==> src/rtl/mgr_pkg.sv <==
package mgr_pkg;

  // Geometry limits of the line store and the position counters
  localparam int unsigned MAX_WIDTH  = 1024;
  localparam int unsigned MAX_HEIGHT = 1024;
  localparam int unsigned COL_W      = $clog2(MAX_WIDTH);
  localparam int unsigned ROW_W      = $clog2(MAX_HEIGHT);

  // Register widths
  localparam int unsigned MOD_W  = 9;
  localparam int unsigned COEF_W = 8;
  localparam int unsigned GEOM_W = 11;
  localparam int unsigned CELL_W = 8;

  // Configuration port
  localparam int unsigned CFG_IDX_W  = 3;
  localparam int unsigned CFG_DATA_W = GEOM_W;

  // Queue between front and back
  localparam int unsigned QDEPTH = 2;

  // Largest modulus the byte-wide cells allow
  localparam int unsigned MOD_MAX = 256;

  typedef enum logic [CFG_IDX_W-1:0] {
    REG_MODULUS      = 3'd0,
    REG_OFFSET_TERM  = 3'd1,
    REG_GAIN_UP      = 3'd2,
    REG_GAIN_LEFT    = 3'd3,
    REG_GAIN_DIAG    = 3'd4,
    REG_FRAME_WIDTH  = 3'd5,
    REG_FRAME_HEIGHT = 3'd6
  } cfg_reg_e;

  // Effective settings, already clamped to their legal ranges
  typedef struct packed {
    logic [MOD_W-1:0]  modulus;
    logic [COEF_W-1:0] offset_term;
    logic [COEF_W-1:0] gain_up;
    logic [COEF_W-1:0] gain_left;
    logic [COEF_W-1:0] gain_diag;
    logic [GEOM_W-1:0] width;
    logic [GEOM_W-1:0] height;
  } cfg_t;

  // One classified pixel, handed from front to back
  typedef struct packed {
    logic [ROW_W-1:0] row;
    logic [COL_W-1:0] col;
    logic             frame_end;
    logic             is_row0;
    logic             is_col0;
  } task_t;

  function automatic logic [MOD_W-1:0] eff_modulus(input logic [MOD_W-1:0] raw);
    logic [MOD_W-1:0] res;
    if (raw == '0) begin
      res = MOD_W'(1);
    end else if (raw > MOD_W'(MOD_MAX)) begin
      res = MOD_W'(MOD_MAX);
    end else begin
      res = raw;
    end
    return res;
  endfunction

  function automatic logic [GEOM_W-1:0] eff_limit(input logic [GEOM_W-1:0] raw,
                                                  input logic [GEOM_W-1:0] lim);
    logic [GEOM_W-1:0] res;
    if (raw == '0) begin
      res = GEOM_W'(1);
    end else if (raw > lim) begin
      res = lim;
    end else begin
      res = raw;
    end
    return res;
  endfunction

endpackage

==> src/rtl/mgr_front.sv <==
module mgr_front import mgr_pkg::*; (
  input  logic  clk_i,
  input  logic  rst_ni,
  input  cfg_t  cfg_i,
  input  logic  push_i,
  input  logic  restart_i,
  input  logic  q_full_i,
  output logic  q_push_o,
  output task_t q_data_o
);

  logic [COL_W-1:0]  col_q, col_d;
  logic [ROW_W-1:0]  row_q, row_d;
  logic [COL_W-1:0]  c0, c1;
  logic [ROW_W-1:0]  r0, r2;
  logic [GEOM_W-1:0] r1;
  logic              wrap_c, last_c, last_r;

  assign q_push_o = push_i && !q_full_i;

  // Resolve the position of this pixel and the one after it
  always_comb begin
    c0     = restart_i ? '0 : col_q;
    r0     = restart_i ? '0 : row_q;
    wrap_c = (GEOM_W'(c0) >= cfg_i.width);
    c1     = wrap_c ? '0 : c0;
    r1     = wrap_c ? GEOM_W'(r0) + 1'b1 : GEOM_W'(r0);
    r2     = (r1 >= cfg_i.height) ? '0 : r1[ROW_W-1:0];
    last_c = (GEOM_W'(c1) == cfg_i.width - 1'b1);
    last_r = (GEOM_W'(r2) == cfg_i.height - 1'b1);

    if (last_c) begin
      col_d = '0;
      row_d = last_r ? '0 : r2 + 1'b1;
    end else begin
      col_d = c1 + 1'b1;
      row_d = r2;
    end

    q_data_o.row       = r2;
    q_data_o.col       = c1;
    q_data_o.frame_end = last_c && last_r;
    q_data_o.is_row0   = (r2 == '0);
    q_data_o.is_col0   = (c1 == '0);
  end

  // Advance the raster position on every accepted beat
  always_ff @(posedge clk_i or negedge rst_ni) begin
    if (!rst_ni) begin
      col_q <= '0;
      row_q <= '0;
    end else if (q_push_o) begin
      col_q <= col_d;
      row_q <= row_d;
    end
  end

endmodule

==> config.mk <==
export PLATFORM = sky130hd
export DESIGN_NAME = mgr_front
export DESIGN_NICKNAME = d
export VERILOG_FILES = /design/src/rtl/mgr_pkg.sv /design/src/rtl/mgr_front.sv
export SDC_FILE = /design/constraint.sdc
export NUM_CORES = 1
export LEC_CHECK = 0
export BUFFER_PORTS_ARGS = -buffer_cell sky130_fd_sc_hd__buf_4
export CAP_MARGIN = 20
export CORE_ASPECT_RATIO = 0.6
export CORE_MARGIN = 10
export CORE_UTILIZATION = 45
export CTS_CLUSTER_DIAMETER = 80
export DETAILED_ROUTE_END_ITERATION = 12
export GPL_ROUTABILITY_DRIVEN = 0
export GPL_TIMING_DRIVEN = 0
export HOLD_SLACK_MARGIN = 0.1
export PLACE_DENSITY_LB_ADDON = 0.12
export SYNTH_ARGS = -nofsm -noshare
export SYNTH_HDL_FRONTEND = slang
export SYNTH_SLANG_ARGS = --single-unit
==> constraint.sdc <==
create_clock -name clk_i -period 15.4 [get_ports clk_i]
set_input_delay 3.08 -clock clk_i [delete_from_list [all_inputs] [get_ports clk_i]]
set_output_delay 3.08 -clock clk_i [all_outputs]
set_load 0.1 [all_outputs]
==> metrics.csv <==
metric,value,unit
# Post-CTS Setup Buffers,0,
Final period util,0.8697,
Post-synth EDFFs,0,
Worst setup SP type,input port,
Num CTS Buffers,3,
synthesis-stage register bit count,20,
PwrDens,54.37,nW/um2
post-synthesis sequential area ratio,0.1489,
crit path max fanout,10,
Via density,6.000,
grt total ovfl,0,
CORE AREA,7267,um2
Area growth syn-to-layout,17.45,%
drt pass-1 iters,5,
Final Hold Fails,0,
Syn Area/Cell,7.309,um2
"Top FF cell, synth",dfrtp_1,
vias in the first global route,3467,
post-synthesis mux area share,0.006327,
GRT Total Usage,0.1922,
leakage power,1.824,nW
total power draw,214.7,uW
site row count,24,
"Req. time, crit path",12.32,ns
slew margin rel.,0.2947,
worst stage delay on the critical path,0.49,ns
Cell variety after synth,73,
Setup TNS,0,ns
status,completed,
n_diodes,0,
Max Slew Vio Count,0,
Starting Density,0.4626,
synth warn,0,
post-DR wirelength/cell,18.69,um
"FFs w/ async S/R, synth",1.000,
unrepaired setup endpoints after global routing,false,
via count,3702,
Critical Path End Type,primary output,
Layout Nets,610,
Die Ht,86.95,um
Post-synth top cells,"inv_1 (40), nand2_1 (33), nor2_1 (33), ha_1 (28)",
most common cell in the netlist,inv_1,
CTS Buffer Depth,2,
global-route wire length before repair,18.30,mm
largest net degree at the start of global routing,21,
Iteration-0 DRC Markers,357,
syn_nets,556,
Ports,92,
CTS sink cnt,20,
Synth area leaders,"dfrtp_1 (15%), ha_1 (10%), xnor2_1 (6.5%), inv_1 (4.5%), nand3_1 (3.7%)",
DRC Markers,0,
CTS tree,built,
"Max stage delay cell, worst path",a2111oi_0,
initial antenna violation count,0,
Synth Area in Simple Gates,0.3413,
Yosys top cell by area,dfrtp_1,
H-Tree Depth,1,
mapped cell area,3362,um2
Tmin final,13.39,ns
CTS Root Cell,clkbuf_16,
Final Setup Violations,0,
synthesized instance count,460,
adder-cell share of the synthesized area,0.1042,
Port Buffers,49,
Yosys top cell area share,0.1489,
Antenna Nets Post-Route,0,
WP data arrival,10.31,ns
class of the worst hold path,flop to flop,
hpwl dp,9.419,mm
largest family of logic cells by synthesized area,simple AND/OR/NAND/NOR gates,
Worst Skew,0.001305,ns
worst slew pin tran,1.050,ns
fmax,74.66,MHz
hold_buf cts,0,
area fraction in compound gates after synthesis,0.2203,
Skew-Pair Late Insertion Delay,0.25,ns
die area,11440,um2
# resized after CTS,0,
max-cap violation count,0,
most used cell along the critical path,clkbuf_1,
Die Wd,131.6,um
Max VDD drop,88.23,uV
Worst-path clk slew,0.06,ns
share of layout cells above drive strength 1,0.1618,
final WL,11.53,mm
xor/xnor share of the synthesized area,0.09676,
critical path type,input port to primary output,
[sequential cells by signal, indices dropped and copies added (netlist names)]
name	cells
col_q	10
row_q	10
[path summary, 6_finish.rpt]
path                                 startpoint              endpoint  slack, ns  cells after the start
hold / removal             col_q[7]$_DFFE_PN0P_  col_q[7]$_DFFE_PN0P_       0.54                      2
min in group asynchronous                rst_ni  row_q[7]$_DFFE_PN0P_       2.70                      1
setup / recovery                      restart_i           q_data_o[2]       2.01                     25
setup reg to reg           col_q[8]$_DFFE_PN0P_  row_q[1]$_DFFE_PN0P_       8.81                     21
hold reg to reg            col_q[7]$_DFFE_PN0P_  col_q[7]$_DFFE_PN0P_       0.54                      2
max in group asynchronous                rst_ni  col_q[8]$_DFFE_PN0P_      12.48                      1
[layout by cell type (no fill, tap or decap), types with 3 or more instances in the layout]
cell,synthesis,layout
buf_4,1,50
inv_1,40,40
nand2_1,33,33
nor2_1,33,33
ha_1,28,28
nand3_1,25,25
xnor2_1,25,25
a21oi_1,20,20
dfrtp_1,20,20
o21ai_0,19,19
nor3_1,16,16
clkbuf_1,14,14
nor2b_1,13,13
and3_1,12,12
nand2b_1,11,11
and2_1,9,9
a31oi_1,9,9
o31ai_1,8,8
nand4_1,8,8
xor2_1,7,7
nor4_1,7,7
a211o_1,5,5
o211ai_1,5,5
a22oi_1,5,5
buf_2,4,4
a211oi_1,4,4
or3_1,4,4
or4_1,4,4
o21ai_1,4,4
or2_2,3,3
buf_6,3,3
nand3b_1,3,3
nor3b_1,3,3
clkbuf_16,0,3
[critical path: cells and delay by family]
kind | cells | cell delay, ns
AO/OA/AOI/OAI | 6 | 1.72
multiplexers | 1 | 0.39
buffers and inverters | 8 | 2.31
XOR/XNOR | 1 | 0.32
AND/OR/NAND/NOR | 7 | 1.93
adder cells (fa/ha/maj) | 2 | 0.54
[logic make-up after synthesis]
| kind of cell | after synthesis |
|---|---|
| flip-flops | 20 |
| buffers and inverters | 65 |
| multiplexers | 2 |
| adder cells (fa/ha/maj) | 28 |
| AND/OR/NAND/NOR | 203 |
| AO/OA/AOI/OAI | 108 |
| XOR/XNOR | 34 |
[power breakdown]
group / switching (mW) / internal, mW / total (mW)
Sequential: 0.00455 / 0.0557 / 0.0603
Clock: 0.0198 / 0.0396 / 0.0594
Combinational: 0.0645 / 0.0306 / 0.0950
Total: 0.0888 / 0.126 / 0.215
[routing by layer]
metal	vias up	track usage	part of all wire	wire length [um]
met4	0	0.01407	0.0016	19
met5	-	0	0	0
met2	153	0.2687	0.39	4520
met3	4	0.04666	0.10	1185
li1	1782	-	-	-
met1	1763	0.2944	0.50	5808
[cell type report]
class | instances | area, um2
clock buffer | 4 | 88.84
timing repair buffer | 49 | 367.9
tap | 104 | 130.1
sequential | 20 | 500.5
inverter | 42 | 157.7
fill | 753 | 3318
buffer | 23 | 118.9
multi-input combinational | 375 | 2585
[metrics by stage]
stage          utilization  hold slack (ns)  instance area, um2  setup slack [ns]  std cells
2_1_floorplan            -           0.4634                3362             1.766        460
3_3_place_gp        0.5312           0.5088                3860             2.332        613
3_5_place_dp        0.5312           0.5098                3860             2.306        613
4_1_cts             0.5434           0.5248                3949             2.275        617
5_1_grt             0.5434           0.5627                3949             1.509        617
6_report            0.5434           0.5399                3949             2.006        617
Power figures use the tool's default switching activity.
