==> src/rtl/mgr_pkg.sv <==
package mgr_pkg;

  // Geometry limits of the line store and the position counters
  localparam int unsigned MAX_WIDTH  = 1024;
  localparam int unsigned MAX_HEIGHT = 1024;
  localparam int unsigned COL_W      = $clog2(MAX_WIDTH);
  localparam int unsigned ROW_W      = $clog2(MAX_HEIGHT);

  // Register widths
  localparam int unsigned MOD_W  = 9;
  localparam int unsigned COEF_W = 8;
  localparam int unsigned GEOM_W = 11;
  localparam int unsigned CELL_W = 8;

  // Configuration port
  localparam int unsigned CFG_IDX_W  = 3;
  localparam int unsigned CFG_DATA_W = GEOM_W;

  // Queue between front and back
  localparam int unsigned QDEPTH = 2;

  // Largest modulus the byte-wide cells allow
  localparam int unsigned MOD_MAX = 256;

  typedef enum logic [CFG_IDX_W-1:0] {
    REG_MODULUS      = 3'd0,
    REG_OFFSET_TERM  = 3'd1,
    REG_GAIN_UP      = 3'd2,
    REG_GAIN_LEFT    = 3'd3,
    REG_GAIN_DIAG    = 3'd4,
    REG_FRAME_WIDTH  = 3'd5,
    REG_FRAME_HEIGHT = 3'd6
  } cfg_reg_e;

  // Effective settings, already clamped to their legal ranges
  typedef struct packed {
    logic [MOD_W-1:0]  modulus;
    logic [COEF_W-1:0] offset_term;
    logic [COEF_W-1:0] gain_up;
    logic [COEF_W-1:0] gain_left;
    logic [COEF_W-1:0] gain_diag;
    logic [GEOM_W-1:0] width;
    logic [GEOM_W-1:0] height;
  } cfg_t;

  // One classified pixel, handed from front to back
  typedef struct packed {
    logic [ROW_W-1:0] row;
    logic [COL_W-1:0] col;
    logic             frame_end;
    logic             is_row0;
    logic             is_col0;
  } task_t;

  function automatic logic [MOD_W-1:0] eff_modulus(input logic [MOD_W-1:0] raw);
    logic [MOD_W-1:0] res;
    if (raw == '0) begin
      res = MOD_W'(1);
    end else if (raw > MOD_W'(MOD_MAX)) begin
      res = MOD_W'(MOD_MAX);
    end else begin
      res = raw;
    end
    return res;
  endfunction

  function automatic logic [GEOM_W-1:0] eff_limit(input logic [GEOM_W-1:0] raw,
                                                  input logic [GEOM_W-1:0] lim);
    logic [GEOM_W-1:0] res;
    if (raw == '0) begin
      res = GEOM_W'(1);
    end else if (raw > lim) begin
      res = lim;
    end else begin
      res = raw;
    end
    return res;
  endfunction

endpackage

==> src/rtl/mgr_queue.sv <==
module mgr_queue import mgr_pkg::*; (
  input  logic  clk_i,
  input  logic  rst_ni,
  input  logic  push_i,
  input  task_t data_i,
  output logic  full_o,
  input  logic  pop_i,
  output logic  empty_o,
  output task_t data_o
);

  localparam int unsigned PTR_W = (QDEPTH > 1) ? $clog2(QDEPTH) : 1;
  localparam int unsigned CNT_W = $clog2(QDEPTH + 1);

  task_t            slot_q [QDEPTH];
  logic [PTR_W-1:0] wr_ptr_q, rd_ptr_q;
  logic [CNT_W-1:0] cnt_q;
  logic             do_push, do_pop;

  assign full_o  = (cnt_q == CNT_W'(QDEPTH));
  assign empty_o = (cnt_q == '0);
  assign data_o  = slot_q[rd_ptr_q];
  assign do_push = push_i && !full_o;
  assign do_pop  = pop_i && !empty_o;

  // Store the beat
  always_ff @(posedge clk_i) begin
    if (do_push) begin
      slot_q[wr_ptr_q] <= data_i;
    end
  end

  // Advance pointers and fill count
  always_ff @(posedge clk_i or negedge rst_ni) begin
    if (!rst_ni) begin
      wr_ptr_q <= '0;
      rd_ptr_q <= '0;
      cnt_q    <= '0;
    end else begin
      if (do_push) begin
        wr_ptr_q <= (wr_ptr_q == PTR_W'(QDEPTH - 1)) ? '0 : wr_ptr_q + 1'b1;
      end
      if (do_pop) begin
        rd_ptr_q <= (rd_ptr_q == PTR_W'(QDEPTH - 1)) ? '0 : rd_ptr_q + 1'b1;
      end
      if (do_push && !do_pop) begin
        cnt_q <= cnt_q + 1'b1;
      end else if (do_pop && !do_push) begin
        cnt_q <= cnt_q - 1'b1;
      end
    end
  end

endmodule

==> config.mk <==
export PLATFORM = sky130hd
export DESIGN_NAME = mgr_queue
export DESIGN_NICKNAME = d
export VERILOG_FILES = /design/src/rtl/mgr_pkg.sv /design/src/rtl/mgr_queue.sv
export SDC_FILE = /design/constraint.sdc
export NUM_CORES = 1
export LEC_CHECK = 0
export ABC_AREA = 1
export BUFFER_PORTS_ARGS = -buffer_cell sky130_fd_sc_hd__buf_2
export CORE_MARGIN = 3
export CORE_UTILIZATION = 45
export CTS_CLUSTER_SIZE = 24
export DETAILED_ROUTE_END_ITERATION = 7
export PLACE_DENSITY = 0.7
export SLEW_MARGIN = 40
export SYNTH_ARGS = -nofsm -noshare
export SYNTH_HDL_FRONTEND = slang
export SYNTH_SLANG_ARGS = --single-unit
==> constraint.sdc <==
create_clock -name clk_i -period 5.4 [get_ports clk_i]
set_clock_uncertainty 0.15 [all_clocks]
set_input_delay 0.27 -clock clk_i [delete_from_list [all_inputs] [get_ports clk_i]]
set_output_delay 0.27 -clock clk_i [all_outputs]
set_load 0.01 [all_outputs]
==> results of run 1 <==
[state kept, by name, indices dropped and copies added (netlist names)]
signal	cells
cnt_q	2
rd_ptr_q	1
slot_q	46
wr_ptr_q	1
[path summary, 6_finish.rpt]
kind / endpoint / depth (start not counted) / slack [ns] / startpoint
setup / recovery: data_o[0] / 4 / 3.36 / rd_ptr_q
hold / removal: slot_q[1][3] / 1 / 0.02 / data_i[3]
setup reg to reg: slot_q[1][13] / 2 / 3.71 / cnt_q[0]
hold reg to reg: wr_ptr_q / 2 / 0.34 / wr_ptr_q
max in group asynchronous: rd_ptr_q / 2 / 4.81 / rst_ni
min in group asynchronous: cnt_q[1] / 2 / 0.15 / rst_ni
[layer usage]
layer / up-vias / GRT usage (%)
li1: 645 / -
met1: 550 / 17.3
met2: 44 / 23.7
met3: 6 / 5.40
met4: 0 / 5.01
met5: - / 0
[cell families (layout without fill, tap and decap cells)]
| kind of cell | after synthesis | in the layout |
|---|---|---|
| AND/OR/NAND/NOR | 85 | 85 |
| buffers and inverters | 13 | 86 |
| XOR/XNOR | 1 | 1 |
| flip-flops | 50 | 50 |
| adder cells (fa/ha/maj) | 1 | 1 |
| AO/OA/AOI/OAI | 2 | 2 |
[timing repair]
item,4_1_cts,5_1_grt
hold endpoints to repair,20,16
resized for setup,0,0
hold buffers,9,10
[layout make-up]
cell class              count  share of cell area (%)
inverters                   8                    1.19
clock inverters             3                    2.52
well taps                  50                    2.47
repair buffers             70                    17.6
clock buffers               5                    2.72
flip-flops and latches     50                    58.6
multi-input cells          89                    14.8
[layout by cell type (no fill, tap or decap)]
cell / n
clkinv_1: 1
inv_1: 5
dfrtp_1: 3
nor2_1: 1
nand4_1: 1
nor2_2: 1
buf_2: 51
nand2_1: 78
edfxtp_1: 46
inv_2: 3
nand3_1: 1
ha_1: 1
clkbuf_8: 5
xnor2_1: 1
nand3b_1: 1
dfrtp_2: 1
bufinv_16: 2
dlygate4sd3_1: 19
o21ai_1: 2
nor2_4: 2
[power by group through the flow]
stage | Sequential (mW) | Clock, mW | Combinational, mW
after global placement | 0.595 | 0 | 0.384
after CTS | 0.589 | 0.302 | 0.400
final | 0.589 | 0.294 | 0.398
after detailed placement | 0.598 | 0 | 0.394
after global routing | 0.601 | 0.324 | 0.451
after floorplan | 0.564 | 0 | 0.275
==> results.md, run 1 <==
- Routed wire length: 3350 um
- WP buf/inv: 2
- Die area: 5060 um^2
- Max Clk Rate: 490 MHz
- Crit start category: register
- Top Layer Used: met4
- Register share of total power: 46.0%
- Num CTS Buffers: 5
- Via/cell ratio: 4.53
- Clk buf depth: 2
- Mapped Nets: 180
- Worst Path Required: 4.98 ns
- Gate Count Post-Synth: around 150
- Number of diodes: 0
- Min Clock Period, post-route: 2.04 ns
- Grt ovf: 0
- Distinct cells, synth: 16
- Worst setup margin: approximately 3.4 ns
- Synth Area in Adders: 0.655%
- Sequential fraction of the synthesis area: 77.6%
- Num ports: 52
- Simple-gate portion of the synthesized area: 17.6%
- Final setup viols: 0
- RSZ-0062 raised after global routing: no
- Worst skew pair latency: about 0.29 ns
- # fillers: around 320
- Initial Util: 47.1%
- Post-synth EDFFs: 46
- Clock power frac: 23.0%
- Final core occ: just over 60%
- Slowest CP cell: dfrtp_2
- Reg clk slew, reported paths: approximately 0.080 ns
- Largest area contributor in the netlist: edfxtp_1
- Routed vias: 1,245
- Compound-cell area share of the yosys netlist: 0.524%
- Critical path class: reg -> out
- HP Class: in -> reg
- Cell Area, Placed: 2200 um^2
- First-pass GRT wire length: about 5400 um
- DRC viols: 0
- Flops & latches, synth: 50
- Antenna viol nets, final: 0
- Root buffer cell: clkbuf_8
- Mux share of post-synthesis cell area: 0%
- Worst slack, placed: 3.29 ns
- CTS Sinks: 50
- Core box area: just over 4000 um^2
- Placed insts: about 250
- Largest family of logic cells by synthesized area: simple AND/OR/NAND/NOR gates
- DRT met1 WL: ~1300 um
- Register area: 1480 um^2
- Share of layout cells above drive strength 1: 28.9%
- DPL Wire Length: 2140 um
- # nets final: 252
- DR pass1 iterations: 4
- Maximum vdd ir drop: 0.000272 V
- Period utilization: 37.8%
- Setup Buffers After CTS: 0
- Dominant synthesized flop cell: edfxtp_1
- Design area: 2530 um^2
- Initial DRC Count: 72
- Cell-internal power: 861 uW
- Area growth syn-to-layout: 32.4%
- LEAKAGE: 1.12 nW
- Setup TNS: 0 ns
- # port buffers: 51
- Share of the synthesized area in the top cell type: 72.3%
- Synthesized area per cell: 12.6 um^2
- CTS tree: done
- Initial antenna violation count: 0
- Die Y: 71.1 um
- CP top delay family: flip-flops
- Outcome: complete, no violations
- Worst Hold Slack: 0.0190 ns
- Post-Synthesis Cell Area: 1910 um^2
- Largest net degree at the start of global routing: 26
- Crit path max fanout: 25
- Routed wl met3: 234 um
- MaxCap Viol Count: 0
- DR WL/cell: 12.2 um
- All-Layer GR Usage: ~14%
- Number of synthesis warnings: 0
- Post-synthesis xor/xnor area fraction: 0.459%
- GPL Wtd Cong: 0.935
- Post-synth top cells: nand2_1, edfxtp_1, inv_1, dfrtp_1, buf_2
- Pwr Total: about 1.3 mW
- Row cnt: 23
- Crit-path cells: inv_2, nand2_1, nand2_1, buf_2
- Slew HR: 55.2%
- Crit end category: primary output
- Largest cells by area after synthesis: edfxtp_1, nand2_1, dfrtp_1
- Vias in the first global route: 1,198
- Non-Filler Instances: 275
- Tightest Pin Transition: around 0.67 ns
- Sw Ratio: 32.8%
- Fin. max-slew vios: 0
- Combinational power share: roughly 31%
- Area of the multi-input gates: 375 um^2
- Met2 Wirelength: between 1500 and 2000 um
- Ys async rst share: 8.00%
- Sw power: 420 uW
- Count leader, synth: nand2_1
- Crit-path max cell delay: roughly 0.59 ns
- Power per standard cell area: 507 nW/um^2
- Die W: 71.1 um
- CTS H-Tree Depth: 2
- Most used cell, CP: nand2_1
- CP arrival: 1.62 ns
- Hold Fails Final Rpt: 0
No activity file was read; power rests on OpenSTA's default activity.
==> inputs of run 2 (changes only) <==
--- a/config.mk
+++ b/config.mk
@@ -5,13 +5,13 @@
 export SDC_FILE = /design/constraint.sdc
 export NUM_CORES = 1
 export LEC_CHECK = 0
-export ABC_AREA = 1
+export ABC_AREA = 0
 export BUFFER_PORTS_ARGS = -buffer_cell sky130_fd_sc_hd__buf_2
 export CORE_MARGIN = 3
 export CORE_UTILIZATION = 45
 export CTS_CLUSTER_SIZE = 24
 export DETAILED_ROUTE_END_ITERATION = 7
-export PLACE_DENSITY = 0.7
+export PLACE_DENSITY = 0.73
 export SLEW_MARGIN = 40
 export SYNTH_ARGS = -nofsm -noshare
 export SYNTH_HDL_FRONTEND = slang
==> constraint.sdc (replaced) <==
create_clock -name clk_i -period 1.8 [get_ports clk_i]
set_clock_uncertainty 0.15 [all_clocks]
set_input_delay 0.09 -clock clk_i [delete_from_list [all_inputs] [get_ports clk_i]]
set_output_delay 0.09 -clock clk_i [all_outputs]
set_load 0.01 [all_outputs]
==> run 2 against run 1 <==
Compared with the run above:
- design area is 6.7% higher
- die area up 2.4%
- combinational power grew to 3.6 times the previous value
- register-to-register slack got worse by 3.6 ns
- via count is 14% lower
- core utilization increased by 3.7 points
- flip-flop and latch count unchanged
- area after synthesis up 2.6%
- critical path type is now reg -> reg
- critical endpoint is now cnt_q[1]
- highest routed layer unchanged
==> results.md, run 2 <==
- Antenna viol nets, final: 0 (unchanged)
- Initial antenna violation count: 0 (unchanged)
- Critical path launch point: cnt_q[0]
- Worst r2r src: cnt_q[0]
- Num CTS Buffers: 5 (unchanged)
- Row cnt: 23 (unchanged)
- Die W: 72.0 um (+1.2%)
- Worst hold path stage count: 2 (+1)
- Grt ovf: 0 (unchanged)
- CP top delay family: simple AND/OR/NAND/NOR gates
- HP Class: in -> reg
- DPL Wire Length: 2330 um (+9.2%)
- Crit-path max cell delay: 0.44 ns (-0.15 ns)
- Reg2Reg Depth: 6 (+4)
- Dominant synthesized flop cell: edfxtp_1
- Num ports: 52 (unchanged)
- Max FFs per register: 46 (unchanged)
- Final setup viols: 0 (unchanged)
- Largest cells by area after synthesis: edfxtp_1, mux2_4, dfrtp_1
- Worst skew pair latency: 0.29 ns (about the same)
- Biggest register: slot_q
- Vias in the first global route: 1,186 (-1.0%)
- Hold Fails Final Rpt: 0 (unchanged)
- Routed vias: 1,075 (-14%)
- Maximum vdd ir drop: 0.000879 V (+220%)
- DR pass1 iterations: 3 (-1)
- Worst Path Required: 1.87 ns (-3.11 ns)
- Post-Synthesis Cell Area: 1960 um^2 (+2.6%)
- Crit start category: register
- Area growth syn-to-layout: 37.7%
- CP arrival: 1.75 ns (+0.13 ns)
- Period utilization: 93.4%
- Crit path max fanout: 5 (-80%)
- GPL Wtd Cong: 0.701 (-25%)
- Worst r2r dst: cnt_q[1]
- Number of synthesis warnings: 0 (unchanged)
- Slew HR: 84.3% (+29 points)
- Most frequent cells in the layout: buf_2, edfxtp_1, dlygate4sd3_1
- Count leader, synth: edfxtp_1
- WP buf/inv: 1 (-1)
- RSZ-0062 raised after global routing: no
- All-Layer GR Usage: 14.2% (-0.10 points)
- Largest area contributor in the netlist: edfxtp_1
- Via/cell ratio: 4.67 (+3.2%)
- Mapped Nets: 119 (-34%)
- Pwr Total: 3.91 mW (+210%)
- Reg clk slew, reported paths: 0.09 ns (about the same)
- Share of the synthesized area in the top cell type: 70.5% (-1.8 points)
- Initial Util: 47.9% (+0.89 points)
- Critical path class: reg -> reg
- Worst slack, placed: 0.0885 ns (-3.21 ns)
- Root buffer cell: clkbuf_8
- Number of diodes: 0 (unchanged)
- Initial DRC Count: 48 (-33%)
- Gate Count Post-Synth: 91 (-40%)
- Core box area: 4090 um^2 (+0.71%)
- DRC viols: 0 (unchanged)
- Outcome: complete, no violations
- First-pass GRT wire length: 5580 um (+4.0%)
- Setup TNS: 0 ns (unchanged)
- Crit end category: register
- Post-synth EDFFs: 46 (unchanged)
- CTS Sinks: 50 (unchanged)
- Routed wire length: 3340 um (-0.39%)
- Fin. max-slew vios: 0 (unchanged)
- Sequential fraction of the synthesis area: 75.6% (-2.0 points)
- Clk buf depth: 2 (unchanged)
- MaxCap Viol Count: 0 (unchanged)
- CTS tree: done
- Most common cell after layout, fill and taps aside: buf_2
- Hold EP: slot_q[1][15]
- Largest net degree at the start of global routing: 20 (-23%)
- CTS H-Tree Depth: 2 (unchanged)
- HP Start: data_i[15]
- Post-synth top cells: edfxtp_1, mux2_4, dfrtp_1, mux2_2
- Power per standard cell area: 1450 nW/um^2 (+190%)
- Min Clock Period, post-route: 1.68 ns
- Distinct cells, synth: 15 (-1)
- DR WL/cell: 14.5 um (+19%)
- Share of layout cells above drive strength 1: 50.6% (+22 points)
- Biggest regs: slot_q: 46 flops, cnt_q: 2 flops
- Die Y: 72.0 um (+1.2%)
- Slowest CP cell: dfrtp_1
- # port buffers: 51 (unchanged)
- Flops & latches, synth: 50 (unchanged)
- Tightest Pin Transition: 0.235 ns (-0.435 ns)
- Crit-path cells: nand2b_1, nand2_2, inv_1, ha_1, nor2_1, xor2_1
- R2r setup slk: 0.12 ns (-3.59 ns)
- Ys async rst share: 8.00% (unchanged)
- # nets final: 207 (-18%)
- Synthesized area per cell: 21.5 um^2 (+71%)
- Die area: 5180 um^2 (+2.4%)
- LEAKAGE: 1.12 nW (-0.28%)
- Setup Buffers After CTS: 0 (unchanged)
- Worst setup margin: 0.119 ns (-3.24 ns)
- Max Clk Rate: about 600 MHz
[run 2: cell families after synthesis]
family / count (synthesis) / share of synthesized area, %
AOI/OAI and AO/OA: 1 / 0.255
and+or+nand+nor: 6 / 1.41
buffers and inverters: 5 / 3.00
DFF: 50 / 75.6
adders and majority gates: 1 / 0.638
xor gates and xnor gates: 5 / 2.24
muxes: 23 / 16.9
[run 2: how the worst max path moves through the flow]
stage / to / slack (ns) / depth (start not counted)
global route: cnt_q[1] / 0.006 / 6
global placement: cnt_q[1] / 0.19 / 7
floorplan: slot_q[1][0] / 0.08 / 2
CTS: cnt_q[1] / 0.07 / 6
finish: cnt_q[1] / 0.12 / 6
detailed placement: cnt_q[1] / 0.09 / 6
[run 2: layout make-up]
type / count / area, um^2
Clock inverter: 3 / 40.0
Clock buffer: 5 / 68.8
Multi-Input combinational cell: 36 / 429
Fill cell: 295 / 1390
Sequential cell: 50 / 1480
Inverter: 2 / 7.51
Tap cell: 50 / 62.6
Timing Repair Buffer: 84 / 608
[run 2: routing by layer]
layer  GRT usage, %  wire length (um)  up-vias
li1               -                 -      519
met1           16.2              1270      511
met2           25.9              1810       40
met3           4.43               223        5
met4           3.76                37        0
met5              0                 0        -
[run 2: power by group]
part | switching [mW] | leakage, nW | internal [mW] | total, mW
combinational | 0.644 | 0.586 | 0.803 | 1.45
clock | 0.326 | 0.0579 | 0.409 | 0.734
sequential | 0.132 | 0.473 | 1.60 | 1.73
total | 1.10 | 1.12 | 2.81 | 3.91
[run 2: repair_timing]
action	4_1_cts	5_1_grt
gates resized for setup	1	1
endpoints found under the setup margin	1	1
hold buffers	26	1
hold endpoints to repair	51	1
[run 2: through the flow]
step / hold slack (ns) / area, um^2 / utilization (%) / cells
after floorplan: -0.356 / 1970 / - / 91
after global placement: -0.255 / 2320 / 56.7 / 195
after detailed placement: -0.251 / 2320 / 56.7 / 195
after CTS: 0.0336 / 2690 / 65.7 / 229
after global routing: 0.355 / 2700 / 66.0 / 230
final: 0.373 / 2700 / 66.0 / 230
==> inputs of run 3 (changes only) <==
--- a/config.mk
+++ b/config.mk
@@ -12,6 +12,7 @@
 export CTS_CLUSTER_SIZE = 24
 export DETAILED_ROUTE_END_ITERATION = 7
 export PLACE_DENSITY = 0.73
+export RECOVER_POWER = 50
 export SLEW_MARGIN = 40
 export SYNTH_ARGS = -nofsm -noshare
 export SYNTH_HDL_FRONTEND = slang
==> constraint.sdc (replaced) <==
create_clock -name clk_i -period 1.8 [get_ports clk_i]
set_clock_uncertainty 0.15 [all_clocks]
set_input_delay 0.54 -clock clk_i [delete_from_list [all_inputs] [get_ports clk_i]]
set_output_delay 0.54 -clock clk_i [all_outputs]
set_load 0.01 [all_outputs]
==> run 3 against run 2 <==
Compared with the run above:
- the flow now finishes with violations (setup timing)
- combinational power up 28%
- clock power shrank 16%
- highest routed layer unchanged
- critical endpoint is now data_o[22]
- flip-flop and latch count unchanged
==> results.md, run 3 (synthesized netlist as in run 2, its figures left out) <==
- HP Class: in -> reg
- Most common cell after layout, fill and taps aside: edfxtp_1
- Tightest Pin Transition: 0.234 ns (-0.000641 ns)
- RSZ-0062 raised after global routing: yes
- Outcome: complete, but fails checks
- Initial DRC Count: 41 (-15%)
- Core box area: 4090 um^2 (unchanged)
- Initial antenna violation count: 0 (unchanged)
- Worst skew pair latency: 0.29 ns (about the same)
- DRC viols: 0 (unchanged)
- Num ports: 52 (unchanged)
- Min Clock Period, post-route: 2.03 ns (+0.349 ns)
- Biggest register: slot_q
- Design area: 2610 um^2 (-3.4%)
- Register share of total power: 41.0% (-3.2 points)
- Crit end category: primary output
- Initial Util: 47.9% (unchanged)
- Antenna viol nets, final: 0 (unchanged)
- Max FFs per register: 46 (unchanged)
- Hold Fails Final Rpt: 0 (unchanged)
- CP arrival: 1.34 ns (-0.41 ns)
- R2r setup slk: 0.08 ns (-0.04 ns)
- Clock power frac: 14.6% (-4.2 points)
- Sw Ratio: 28.6% (+0.46 points)
- Critical path class: reg -> out
- Share of layout cells above drive strength 1: 53.2% (+2.6 points)
- Routed wire length: 3100 um (-7.0%)
- Vias in the first global route: 1,044 (-12%)
- Routed vias: 992 (-7.7%)
- Root buffer cell: clkbuf_8
- CTS Sinks: 50 (unchanged)
- Combinational power share: 44.4% (+7.4 points)
- Worst Path Required: 1.11 ns (-0.76 ns)
- Most frequent cells in the layout: edfxtp_1, buf_6, mux2_4
- Clk buf depth: 2 (unchanged)
- Worst setup margin: -0.230 ns (-0.349 ns)
- Final setup viols: 23 (+23)
- Die area: 5180 um^2 (unchanged)
- Num CTS Buffers: 5 (unchanged)
- Worst slack, placed: 0.0362 ns (-0.0523 ns)
- Violated checks: setup timing
- Largest net degree at the start of global routing: 20 (unchanged)
- Worst Hold Slack: 0.279 ns (-0.0940 ns)
- Cell-internal power: 3.00 mW (+6.6%)
- DR WL/cell: 14.9 um (+2.9%)
- Cell Area, Placed: 2320 um^2 (+0.32%)
- Sw power: 1.20 mW (+9.0%)
- Number of diodes: 0 (unchanged)
- Setup TNS: -5.04 ns (-5.04 ns)
- Slew HR: 84.4% (+0.15 points)
- DR pass1 iterations: 4 (+1)
- Pwr Total: 4.20 mW (+7.3%)
- MaxCap Viol Count: 0 (unchanged)
- CTS tree: done
- Grt ovf: 0 (unchanged)
- Fin. max-slew vios: 0 (unchanged)
- GPL Wtd Cong: 0.723 (+3.2%)
- Row cnt: 23 (unchanged)
- Die Y: 72.0 um (unchanged)
- Crit start category: register
- Biggest regs: slot_q: 46 flops, cnt_q: 2 flops
- Die W: 72.0 um (unchanged)
- Area growth syn-to-layout: 33.1%
- Power per standard cell area: 1610 nW/um^2 (+11%)
- # nets final: 185 (-11%)
- Via/cell ratio: 4.77 (+2.0%)
- Period utilization: 113% (+19 points)
- DPL Wire Length: 2290 um (-1.8%)
- All-Layer GR Usage: 12.8% (-1.5 points)
- # fillers: 306 (+3.7%)
- LEAKAGE: 1.05 nW (-6.0%)
- Crit path max fanout: 12 (+7)
- Reg clk slew, reported paths: 0.09 ns (about the same)
- CTS H-Tree Depth: 2 (unchanged)
- First-pass GRT wire length: 4970 um (-11%)
- # port buffers: 51 (unchanged)
- Maximum vdd ir drop: 0.00104 V (+19%)
- Max Clk Rate: 493 MHz (-17%)
-- run 3: cell types whose count changed in the layout (fill, tap and decap cells not counted), moves of 4 or more --
| cell | previous run | this run |
|---|---|---|
| dlygate4sd3_1 | 27 | 1 |
| clkbuf_1 | 0 | 12 |
| mux2_2 | 4 | 0 |
| mux2_4 | 19 | 23 |
| buf_6 | 0 | 26 |
| buf_2 | 51 | 16 |
-- run 3: final cells by class --
class                      instances  area, um^2  area share [%]
multi-input combinational         36         447            17.1
timing repair buffer              62         518            19.9
clock inverter                     3        21.3           0.816
sequential                        50        1480            56.9
inverter                           2        7.51           0.288
clock buffer                       5        68.8            2.64
tap                               50        62.6            2.40
-- run 3: critical path: stages (launching register included) --
cell	delay, ns
dfrtp_2	0.45
buf_12	0.17
mux2_4	0.30
buf_6	0.12
-- run 3: power by group through the flow --
stage / combinational, mW / sequential [mW] / clock, mW
after global routing: 1.98 / 1.75 / 0.687
after floorplan: 1.03 / 1.70 / 0
after CTS: 1.76 / 1.72 / 0.639
final: 1.86 / 1.72 / 0.614
after detailed placement: 1.46 / 1.74 / 0
after global placement: 1.42 / 1.72 / 0
-- run 3: what timing repair did --
item / 4_1_cts / 5_1_grt
buffers inserted: 2 / 1
resized for setup: 20 / 13
gates cloned: 0 / 0
hold endpoints to repair: 4 / 0
endpoints found under the setup margin: 24 / 25
hold buffers: 1 / 0
pin swaps: 0 / 1
-- run 3: layer usage --
layer / track usage, % / up-vias / wire length (um)
li1: - / 476 / -
met1: 14.7 / 472 / 1200
met2: 22.2 / 40 / 1640
met3: 4.85 / 4 / 235
met4: 3.76 / 0 / 29
met5: 0 / - / 0
-- run 3: metrics by stage --
| stage | cells | util, % |
|---|---|---|
| after global placement | 196 | 56.9 |
| after detailed placement | 196 | 56.9 |
| after CTS | 207 | 62.7 |
| after floorplan | 91 | - |
| final | 208 | 63.8 |
| after global routing | 208 | 63.8 |
-- run 3: final timing paths --
| check | cells past startpoint | end | startpoint |
|---|---|---|---|
| setup reg to reg | 7 | cnt_q[1] | cnt_q[0] |
| hold reg to reg | 1 | wr_ptr_q | wr_ptr_q |
| max in group asynchronous | 2 | rd_ptr_q | rst_ni |
| hold / removal | 1 | slot_q[1][0] | data_i[0] |
| setup / recovery | 3 | data_o[22] | rd_ptr_q |
| min in group asynchronous | 2 | cnt_q[1] | rst_ni |
